===== src/rtl/cpg_pkg.sv =====
package cpg_pkg;

  localparam int CenterW = 12;
  localparam int RadiusW = 11;
  localparam int PixelW  = 14;
  localparam int DecW    = 15;

  // decision constants of the midpoint rule
  localparam logic [DecW-1:0] DecInit = DecW'(3);
  localparam logic [DecW-1:0] DecIncA = DecW'(6);
  localparam logic [DecW-1:0] DecIncB = DecW'(10);

  typedef enum logic {
    ReqStart = 1'b0,
    ReqStep  = 1'b1
  } req_e;

  typedef struct packed {
    req_e               req;
    logic [CenterW-1:0] center_x;
    logic [CenterW-1:0] center_y;
    logic [RadiusW-1:0] radius;
  } cmd_t;

endpackage


===== src/rtl/cpg_in_if.sv =====
interface cpg_in_if import cpg_pkg::*; ();
  logic               valid;
  logic               ready;
  logic               req_type;
  logic [CenterW-1:0] center_x;
  logic [CenterW-1:0] center_y;
  logic [RadiusW-1:0] radius;

  modport source (output valid, output req_type, output center_x, output center_y,
                  output radius, input ready);
  modport sink   (input valid, input req_type, input center_x, input center_y,
                  input radius, output ready);
endinterface


===== src/rtl/cpg_out_if.sv =====
interface cpg_out_if import cpg_pkg::*; ();
  logic                     valid;
  logic                     ready;
  logic signed [PixelW-1:0] pixel_x;
  logic signed [PixelW-1:0] pixel_y;
  logic                     last_pixel;

  modport source (output valid, output pixel_x, output pixel_y, output last_pixel,
                  input ready);
  modport sink   (input valid, input pixel_x, input pixel_y, input last_pixel,
                  output ready);
endinterface


===== src/rtl/circle_pixel_generator.sv =====
// Midpoint circle rasterizer. A start beat (req_type 0) loads centre and radius and
// returns nothing; each step beat (req_type 1) returns one pixel, walking the eight
// reflections of the current offset before advancing it, with last_pixel set on the
// final one. Steps with no circle in progress return nothing. The block takes one
// beat per cycle sustained while out_o.ready holds, a rate set by the offset and
// decision update, which the back end computes combinationally. A step beat's pixel
// passes the input register, then the two-entry command queue, then the output
// register. Centre coordinates are masked to COORD_BITS; pixels wrap to 14 bits.
module circle_pixel_generator import cpg_pkg::*; #(
  parameter int COORD_BITS = 12
) (
  input  logic      clk_i,
  input  logic      rst_ni,
  cpg_in_if.sink    in_i,
  cpg_out_if.source out_o
);

  logic f_valid, f_ready, q_valid, q_ready;
  cmd_t f_cmd, q_cmd;

  cpg_front u_front (
    .clk_i       (clk_i),
    .rst_ni      (rst_ni),
    .in_i        (in_i),
    .cmd_valid_o (f_valid),
    .cmd_ready_i (f_ready),
    .cmd_o       (f_cmd)
  );

  cpg_queue u_queue (
    .clk_i        (clk_i),
    .rst_ni       (rst_ni),
    .push_valid_i (f_valid),
    .push_ready_o (f_ready),
    .push_data_i  (f_cmd),
    .pop_valid_o  (q_valid),
    .pop_ready_i  (q_ready),
    .pop_data_o   (q_cmd)
  );

  cpg_back #(
    .COORD_BITS (COORD_BITS)
  ) u_back (
    .clk_i       (clk_i),
    .rst_ni      (rst_ni),
    .cmd_valid_i (q_valid),
    .cmd_ready_o (q_ready),
    .cmd_i       (q_cmd),
    .out_o       (out_o)
  );

endmodule


===== src/rtl/cpg_front.sv =====
module cpg_front import cpg_pkg::*; (
  input  logic   clk_i,
  input  logic   rst_ni,
  cpg_in_if.sink in_i,
  output logic   cmd_valid_o,
  input  logic   cmd_ready_i,
  output cmd_t   cmd_o
);

  logic vld_q, vld_d;
  cmd_t cmd_q;
  logic take;

  // input register, refilled in the same cycle it drains
  assign in_i.ready = !vld_q || cmd_ready_i;
  assign take       = in_i.valid && in_i.ready;

  always_comb begin
    vld_d = vld_q;
    if (take) begin
      vld_d = 1'b1;
    end else if (cmd_ready_i) begin
      vld_d = 1'b0;
    end
  end

  always_ff @(posedge clk_i or negedge rst_ni) begin
    if (!rst_ni) begin
      vld_q <= 1'b0;
    end else begin
      vld_q <= vld_d;
    end
  end

  always_ff @(posedge clk_i) begin
    if (take) begin
      cmd_q.req      <= req_e'(in_i.req_type);
      cmd_q.center_x <= in_i.center_x;
      cmd_q.center_y <= in_i.center_y;
      cmd_q.radius   <= in_i.radius;
    end
  end

  assign cmd_valid_o = vld_q;
  assign cmd_o       = cmd_q;

endmodule


===== src/rtl/cpg_queue.sv =====
module cpg_queue import cpg_pkg::*; (
  input  logic clk_i,
  input  logic rst_ni,
  input  logic push_valid_i,
  output logic push_ready_o,
  input  cmd_t push_data_i,
  output logic pop_valid_o,
  input  logic pop_ready_i,
  output cmd_t pop_data_o
);

  cmd_t       mem_q [2];
  logic       wr_ptr_q, rd_ptr_q;
  logic [1:0] count_q;
  logic       push, pop;

  assign push_ready_o = (count_q != 2'd2);
  assign pop_valid_o  = (count_q != 2'd0);
  assign push         = push_valid_i && push_ready_o;
  assign pop          = pop_valid_o && pop_ready_i;
  assign pop_data_o   = mem_q[rd_ptr_q];

  always_ff @(posedge clk_i or negedge rst_ni) begin
    if (!rst_ni) begin
      wr_ptr_q <= 1'b0;
      rd_ptr_q <= 1'b0;
      count_q  <= 2'd0;
    end else begin
      if (push) begin
        wr_ptr_q <= !wr_ptr_q;
      end
      if (pop) begin
        rd_ptr_q <= !rd_ptr_q;
      end
      if (push && !pop) begin
        count_q <= count_q + 2'd1;
      end else if (pop && !push) begin
        count_q <= count_q - 2'd1;
      end
    end
  end

  always_ff @(posedge clk_i) begin
    if (push) begin
      mem_q[wr_ptr_q] <= push_data_i;
    end
  end

endmodule


===== src/rtl/cpg_back.sv =====
module cpg_back import cpg_pkg::*; #(
  parameter int COORD_BITS = 12
) (
  input  logic       clk_i,
  input  logic       rst_ni,
  input  logic       cmd_valid_i,
  output logic       cmd_ready_o,
  input  cmd_t       cmd_i,
  cpg_out_if.source  out_o
);

  localparam int CentreBits = (COORD_BITS < CenterW) ? COORD_BITS : CenterW;

  logic [CentreBits-1:0] col_q, row_q;
  logic [RadiusW-1:0]    x_q, y_q;
  logic [DecW-1:0]       dec_q;
  logic [2:0]            oct_q;
  logic                  active_q;

  logic                     out_vld_q;
  logic signed [PixelW-1:0] px_q, py_q;
  logic                     last_q;

  logic                  fire, is_start, emit;
  logic                  swap, neg_x, neg_y;
  logic [PixelW-1:0]     cx, cy, ax, ay, px, py;
  logic [DecW-1:0]       x_w, y_w, dec_nx;
  logic [RadiusW+1:0]    x_nx, y_nx;
  logic                  done;

  assign cmd_ready_o = !out_vld_q || out_o.ready;
  assign fire        = cmd_valid_i && cmd_ready_o;
  assign is_start    = (cmd_i.req == ReqStart);
  assign emit        = fire && !is_start && active_q;

  // second half of the octants swaps the offsets
  assign swap  = oct_q[2];
  assign neg_x = swap ? oct_q[1] : oct_q[0];
  assign neg_y = swap ? oct_q[0] : oct_q[1];

  assign cx = {{(PixelW-CentreBits){1'b0}}, col_q};
  assign cy = {{(PixelW-CentreBits){1'b0}}, row_q};
  assign ax = {{(PixelW-RadiusW){1'b0}}, (swap ? y_q : x_q)};
  assign ay = {{(PixelW-RadiusW){1'b0}}, (swap ? x_q : y_q)};
  assign px = neg_x ? (cx - ax) : (cx + ax);
  assign py = neg_y ? (cy - ay) : (cy + ay);

  // midpoint step, uses x before its increment
  assign x_w    = {{(DecW-RadiusW){1'b0}}, x_q};
  assign y_w    = {{(DecW-RadiusW){1'b0}}, y_q};
  assign dec_nx = dec_q[DecW-1] ? (dec_q + (x_w << 2) + DecIncA)
                                : (dec_q + ((x_w - y_w) << 2) + DecIncB);
  assign x_nx   = {2'b00, x_q} + (RadiusW+2)'(1);
  assign y_nx   = {2'b00, y_q} - (RadiusW+2)'(!dec_q[DecW-1]);
  assign done   = $signed(x_nx) > $signed(y_nx);

  always_ff @(posedge clk_i or negedge rst_ni) begin
    if (!rst_ni) begin
      col_q     <= '0;
      row_q     <= '0;
      x_q       <= '0;
      y_q       <= '0;
      dec_q     <= '0;
      oct_q     <= '0;
      active_q  <= 1'b0;
      out_vld_q <= 1'b0;
    end else begin
      if (fire && is_start) begin
        col_q    <= cmd_i.center_x[CentreBits-1:0];
        row_q    <= cmd_i.center_y[CentreBits-1:0];
        x_q      <= '0;
        y_q      <= cmd_i.radius;
        dec_q    <= DecInit - {{(DecW-RadiusW-1){1'b0}}, cmd_i.radius, 1'b0};
        oct_q    <= '0;
        active_q <= 1'b1;
      end else if (emit) begin
        oct_q <= oct_q + 3'd1;
        if (oct_q == 3'd7) begin
          dec_q <= dec_nx;
          x_q   <= x_nx[RadiusW-1:0];
          y_q   <= y_nx[RadiusW-1:0];
          if (done) begin
            active_q <= 1'b0;
          end
        end
      end
      if (emit) begin
        out_vld_q <= 1'b1;
      end else if (out_o.ready) begin
        out_vld_q <= 1'b0;
      end
    end
  end

  always_ff @(posedge clk_i) begin
    if (emit) begin
      px_q   <= px;
      py_q   <= py;
      last_q <= (oct_q == 3'd7) && done;
    end
  end

  assign out_o.valid      = out_vld_q;
  assign out_o.pixel_x    = px_q;
  assign out_o.pixel_y    = py_q;
  assign out_o.last_pixel = last_q;

endmodule


===== src/flat_wrapper.sv =====
// flat-port wrapper written by rule: the top's interface ports become plain ports
module circle_pixel_generator_flat import cpg_pkg::*;
#(
  parameter int COORD_BITS = 12
)
  (clk_i, rst_ni, in_i_valid, in_i_req_type, in_i_center_x, in_i_center_y, in_i_radius, in_i_ready, out_o_valid, out_o_pixel_x, out_o_pixel_y, out_o_last_pixel, out_o_ready);
  cpg_in_if in_i_i ();
  cpg_out_if out_o_i ();
  input  logic clk_i;
  input  logic rst_ni;
  input wire logic [$bits(in_i_i.valid)-1:0] in_i_valid;
  input wire logic [$bits(in_i_i.req_type)-1:0] in_i_req_type;
  input wire logic [$bits(in_i_i.center_x)-1:0] in_i_center_x;
  input wire logic [$bits(in_i_i.center_y)-1:0] in_i_center_y;
  input wire logic [$bits(in_i_i.radius)-1:0] in_i_radius;
  output wire logic [$bits(in_i_i.ready)-1:0] in_i_ready;
  output wire logic [$bits(out_o_i.valid)-1:0] out_o_valid;
  output wire logic [$bits(out_o_i.pixel_x)-1:0] out_o_pixel_x;
  output wire logic [$bits(out_o_i.pixel_y)-1:0] out_o_pixel_y;
  output wire logic [$bits(out_o_i.last_pixel)-1:0] out_o_last_pixel;
  input wire logic [$bits(out_o_i.ready)-1:0] out_o_ready;
  assign in_i_i.valid = in_i_valid;
  assign in_i_i.req_type = in_i_req_type;
  assign in_i_i.center_x = in_i_center_x;
  assign in_i_i.center_y = in_i_center_y;
  assign in_i_i.radius = in_i_radius;
  assign in_i_ready = in_i_i.ready;
  assign out_o_valid = out_o_i.valid;
  assign out_o_pixel_x = out_o_i.pixel_x;
  assign out_o_pixel_y = out_o_i.pixel_y;
  assign out_o_last_pixel = out_o_i.last_pixel;
  assign out_o_i.ready = out_o_ready;
  circle_pixel_generator #(.COORD_BITS(COORD_BITS)) u_core (.clk_i(clk_i), .rst_ni(rst_ni), .in_i(in_i_i), .out_o(out_o_i));
endmodule

===== config.mk =====
export PLATFORM = sky130hd
export DESIGN_NAME = circle_pixel_generator_flat
export DESIGN_NICKNAME = d
export VERILOG_FILES = /design/src/rtl/cpg_pkg.sv /design/src/rtl/cpg_in_if.sv /design/src/rtl/cpg_out_if.sv /design/src/rtl/circle_pixel_generator.sv /design/src/rtl/cpg_front.sv /design/src/rtl/cpg_queue.sv /design/src/rtl/cpg_back.sv /design/src/flat_wrapper.sv
export SDC_FILE = /design/constraint.sdc
export NUM_CORES = 1
export LEC_CHECK = 0
export BUFFER_PORTS_ARGS = -buffer_cell sky130_fd_sc_hd__buf_4
export CAP_MARGIN = 10
export CORE_ASPECT_RATIO = 2
export CORE_MARGIN = 1.5
export CORE_UTILIZATION = 45
export DETAILED_ROUTE_END_ITERATION = 7
export PLACE_DENSITY = 0.66
export SETUP_SLACK_MARGIN = 0.02
export SLEW_MARGIN = 15
export SYNTH_ARGS = -nofsm -noshare
export SYNTH_HDL_FRONTEND = slang
export SYNTH_SLANG_ARGS = --single-unit
export TNS_END_PERCENT = 1

===== constraint.sdc =====
create_clock -name clk_i -period 6.7 [get_ports clk_i]
set_input_delay 1.34 -clock clk_i [delete_from_list [all_inputs] [get_ports clk_i]]
set_output_delay 1.34 -clock clk_i [all_outputs]
set_load 0.01 [all_outputs]

# Word level (Yosys, flattened, before mapping)
# Memories as Yosys holds them, arrays and structs flattened.
# Index checks and enable logic that the tools add are counted.
# word_totals
out_inout_bits	31
in_bits	40
ram_bits	72
mem_count	1
elab_cells	96
ff_bits	136
# op_classes
eq_ne	2
mux	30
n_reduce_logical	27
add_sub_neg	15
n_bitwise	1
magnitude_cmp	1
# mem_list
name	words	width	read_ports	rd_clocked_by_memory_dff	wr	line	source
u_core.u_queue.mem_q	2	36	1	0	1	cpg_queue.sv:12	cmd_t mem_q [2];
# op_table
operator	count
two-way mux 11 bit	8
two-way mux 15 bit	4
two-way mux 14 bit	2
adder 12 x 11 -> 13 bit	2
subtractor 12 x 11 -> 13 bit	2
adder 15 x 13 -> 15 bit	1
adder 15 bit	1
adder 15 x 3 -> 15 bit, second input constant	1
adder 15 x 4 -> 15 bit, second input constant	1
nonzero test 2 bit	7
> comparator 13 x 12 -> 1 bit	1
subtractor 2 x 12 -> 13 bit, first input constant	1
adder 11 x 1 -> 12 bit, second input constant	1
two-way mux 1 bit	12
subtractor 11 x 1 -> 12 bit	1
subtractor 11 x 11 -> 12 bit	1
logical AND 1 bit	9
logical NOT 1 bit	7
two-way mux 3 bit	2
two-way mux 2 bit	2
adder 3 x 1 -> 3 bit, second input constant	1
equality test 3 bit, second input constant	1
AND reduction 3 bit	1
adder 2 x 1 -> 2 bit, second input constant	1
5 further kinds	6

# Logic depth before layout (Yosys ltp)
# logic_depth
depth_word	7
ltp_mapped	21
depth_no_buf	21

# By module
# Synthesis repeated with hierarchy kept, for this count alone.
# hier_totals
cells_unflattened	1162
area_unflattened_um2	12597.1
# modules_own_cells
mod	cells_per_inst	instances	seq_area_each_um2	area_each_um2
cpg_back	992	1	2497.4	8520.7
cpg_queue	130	1	2262.2	2941.6
cpg_front	40	1	1106.1	1134.8

# Least setup slack after synthesis
# No wires, ideal clock.
# synth_path
path_kind	register to register
from	reg u_core.u_back.x_q[0]
to	reg u_core.u_back.dec_q[14]
path_buffers	0
period_less_slack_ns	4.110
setup_time_ns	0.124
path_stages_with_launch	21
path_slack_ns	2.590
t_arrival_ns	3.986
t_required_ns	6.576
cell_sequence	dfrtp_1 inv_1 ha_1 inv_1 fa_1 a21o_1 a21oi_1 o21bai_1 a21oi_1 o21ai_1 a21o_1 a21oi_1 xnor2_1 ha_1 ha_1 or4b_1 o211ai_1 a311oi_1 xor2_1 nor2_1 o31a_1
# synth_between
elab_chain_cells	7
word_cells_on_any_way	9
classes_between	add/sub: 5; mux: 4
# synth_rtl
item	line	source
from (decl)	cpg_back.sv:15	logic [RadiusW-1:0] x_q, y_q;
from (signal assigned)	cpg_back.sv:80	x_q <= x_nx[RadiusW-1:0];
subtractor 11 x 11 -> 12 bit	cpg_back.sv:52	: (dec_q + ((x_w - y_w) << 2) + DecIncB);
adder 15 bit	cpg_back.sv:52	
adder 15 x 4 -> 15 bit	cpg_back.sv:52	
two-way mux 15 bit *	cpg_back.sv:51	assign dec_nx = dec_q[DecW-1] ? (dec_q + (x_w << 2) + DecIncA)
two-way mux 15 bit *	cpg_back.sv:78	if (oct_q == 3'd7) begin
two-way mux 15 bit *	cpg_back.sv:76	end else if (emit) begin
two-way mux 15 bit *	cpg_back.sv:68	if (fire && is_start) begin
to (signal assigned)	cpg_back.sv:73	dec_q <= DecInit - {{(DecW-RadiusW-1){1'b0}}, cmd_i.radius, 1'b0};
to (signal assigned)	cpg_back.sv:79	dec_q <= dec_nx;
to (decl)	cpg_back.sv:16	logic [DecW-1:0] dec_q;
# Mark *: on every way between the ends. The rest lies on a longest branch, timed or not. The select of a mux whose other input is x is not followed.
# A chain may end at the register's enable or synchronous reset.

# Final worst setup path
# Same ends and word-level chain as after synthesis.

==> qor.yml <==
finish:
  nets: 1385
  syn_to_final_growth_pct: 12.1
  drive_gt1_share_pct: 11.1
  n_antenna_cell: 0
synthesis:
  seq_area_frac_synth_pct: 47.2
  synth-edff-count: 137
  yosysTopAreaCellShare_pct: 33.1
  synth-simple-area-share_pct: 11.2
  synthAdderAreaFrac_pct: 13.5
  synth_compound_area_share_pct: 14.5
  synthesis.nets: 1325
  synth_xor_xnor_area_share_pct: 5.42
  yosys_warnings: 0
  ys_seq_elements: 207
  yosysTopAreaCell: "edfxtp_1"
  synth_cell_types: 76
  synth.cell_area_mm2: 0.0124
  synthMuxAreaShare_pct: 4.51
  synth.avg_cell_area_um2: 10.8
  netlist_top_cells_count: "edfxtp_1 (137), ha_1 (123), nand2_1 (115), o21ai_0 (71), dfrtp_1 (70)"
  ys.flop_type: "edfxtp_1"
  synthArstFlopShare_pct: 33.8
  ys_top_cells_by_area: "edfxtp_1 (33%), dfrtp_1 (14%), ha_1 (12%)"
  synth.most_common_cell: "edfxtp_1"
  netlist_instances: 1155
  synth_top_family_by_area: "compound AO/OA/AOI/OAI gates"
drt:
  drt-initial-drc-count: 449
  drcViolationCount: 0
  vias: 8812
  ant_nets: 0
  route.final.wire_length_um: 28200
  wl_per_cell_um: 17.9
  first_pass_iters: 5
  vias_per_cell: 5.59
power:
  p_sw_share_pct: 42.4
  p_seq_share_pct: 30.8
  vdd_drop_max_v: 0.000314
  leakage_nw: 5.96
  p_sw_mw: 3.08
  clkPwrFrac_pct: 15.9
  p_int_mw: 4.19
  pwr-share-comb_pct: 53.3
  p_per_area_mw_per_mm2: 522
hold_path:
  hold_path.startpoint: "u_core.u_front.cmd_o[11]"
  min_path_type: "reg2reg"
timing:
  fin_tns_setup_ns: 0
  setup_viol: 0
  hold_violations: 0
  slew_viol_final: 0
  fin_skew_ns: 0.0296
  min_period_over_period_pct: 67.2
  finalWorstSetupSlack_ns: 2.20
  max_freq_mhz: 222
  max-slew-margin-rel_pct: 27.0
  tightest_slew_ns: 1.06
  min_period_ns: 4.50
  rsz0062_at_grt: "no"
critical_path:
  crit_type: "reg2reg"
  required_ns: 7.11
  end_kind: "flop"
  startpoint_type: "flop"
  slowest_stage: "or4b_1"
  timing.critical_path.cells: "inv_1, ha_1, inv_1, fa_1, a21o_1, a21oi_1, o21bai_1, a21oi_1, o21ai_1, a21o_1, a21oi_1, xnor2_1, ha_1, ha_1, or4b_1, o211ai_1, a311oi_1, xor2_1, nor2_1, o31a_1"
  startpoint: "u_core.u_back.x_q[0]"
  slowest_delay_ns: 0.53
  crit_arrival_ns: 4.91
  worstPathMaxFanout: 8
  r2r_start: "u_core.u_back.x_q[0]"
clock_tree:
  h-tree-depth: 1
  clock_sinks: 207
  cts_resized: 0
  cts_hold_buf: 0
  clk_pin_slew_ns: 0.07
  clockBufferDepth: 3
  clkLatencyLatePin_ns: 0.54
  cts_tree: "yes"
  numCtsBuffers: 20
  cts_setup_buffers: 0
  cts_root_buf: "clkbuf_16"
placed_design:
  port_buffers: 70
  hpwlAfterDp_um: 21600
  gp_congestion: 0.928
  dp_slack_ns: 2.23
floorplanning:
  row_count: 85
  die_w_um: 121
  coreArea_mm2: 0.0270
  die_h_um: 238
  ios: 71
  initial_core_util_pct: 46.0
  die-area_mm2: 0.0287
global_route:
  antenna_found_initial: 0
  grt_usage_pct: 20.0
  use_met2_pct: 37.0
  grt_pass1_vias: 9020
  grt_max_degree: 82
  grt_first_pass_wirelength_um: 45000
  grt-ovfl-total: 0
  grt_busiest_layer: "met2"
  gr-usage-met1_pct: 20.2
  globalRouteMet3Util_pct: 2.13
outcome:
  run_status: "finished, final reports clean"
flow_run:
  maxCapViolCount: 0
-- logic make-up after synthesis --
group	count (synthesis)
DFF	207
adders and majority gates	130
AOI/OAI and AO/OA	284
buffers and inverters	111
and+or+nand+nor	291
xor gates and xnor gates	77
muxes	55
-- registers in the layout (all words and copies together), names as in the netlist --
name                            flops
u_core.u_back.active_q              1
u_core.u_back.dec_q                14
u_core.u_back.oct_q                 3
u_core.u_back.out_o.pixel_x        14
u_core.u_back.out_o.valid           1
u_core.u_back.y_q                  11
u_core.u_queue.rd_ptr_q             1
u_core.u_queue.count_q              2
u_core.u_back.col_q                12
u_core.u_front.cmd_o               36
u_core.u_back.out_o.pixel_y        14
u_core.u_queue.wr_ptr_q             1
u_core.u_back.row_q                12
u_core.u_front.cmd_valid_o          1
u_core.u_queue.mem_q               72
u_core.u_back.x_q                  11
u_core.u_back.out_o.last_pixel      1
-- through the flow --
step                      instances  utilization (%)  power (mW)  hold WS (ns)  area [µm²]
final                          1577             51.6        7.27         0.428       13900
after global routing           1577             51.6        7.84         0.433       13900
after CTS                      1577             51.6        7.32         0.415       13900
after detailed placement       1541             49.1        6.13         0.430       13300
after global placement         1541             49.1        6.05         0.423       13300
after floorplan                1155                -        5.11         0.421       12400
-- power by group through the flow --
stage               combinational (mW)  sequential (mW)  clock, mW
detailed placement                3.86             2.26          0
CTS                               3.88             2.24       1.19
global placement                  3.81             2.25          0
floorplan                         2.89             2.21          0
global route                      4.32             2.29       1.23
finish                            3.87             2.24       1.16
-- worst max-delay path, delay by kind of cell (launching register included) --
kind / cells / cell delay, ns
compound gates: 10 / 1.63
xor+xnor: 2 / 0.29
fa+ha+maj: 4 / 1.22
buf+inv: 2 / 0.21
flops: 1 / 0.45
simple gates: 2 / 0.58
-- final timing paths --
path | end | slack [ns] | depth (start not counted)
hold reg to reg | u_core.u_queue.mem_q[1][11] | 0.43 | 0
min in group asynchronous | u_core.u_back.col_q[11] | 0.92 | 1
max in group asynchronous | u_core.u_queue.rd_ptr_q | 5.03 | 1
setup / recovery | u_core.u_back.dec_q[14] | 2.20 | 20
hold / removal | u_core.u_queue.mem_q[1][11] | 0.43 | 0
setup reg to reg | u_core.u_back.dec_q[14] | 2.20 | 20
-- cells in the final DEF (no fill, tap or decap), drive strengths merged, types with 3 or more instances in the layout --
cell and instances:
nor4 6, nand3 17, o221ai 7, nand2b 13, o211ai 11, nor2 64, nor3b 3, and3 12
edfxtp 137, o21ai 106, o21bai 7, clkbuf 21, xnor2 47, mux2i 53, a2111oi 4, o31ai 8
nand3b 4, inv 74, o31a 3, dfrtp 70, a21o 13, a211oi 10, buf 76, o21a 21
or3 5, fa 7, nor3 25, xor2 30, nand4 3, clkinv 10, o22ai 5, nand2 117
a21oi 63, a31oi 8, nor2b 12, ha 123
-- metal layers --
layer | vias up | routed length (µm)
li1 | 4300 | -
met1 | 4165 | 10100
met2 | 228 | 14800
met3 | 119 | 872
met4 | 0 | 2400
met5 | - | 0
-- area by class of cell --
cell class / instances / area, µm²
fillers: 2465 / 13100
multi-input cells: 837 / 6110
flip-flops and latches: 207 / 5870
repair buffers: 76 / 571
clock buffers: 21 / 504
well taps: 348 / 435
inverters: 73 / 274
clock inverters: 15 / 171
No activity file was read; power rests on OpenSTA's default activity.
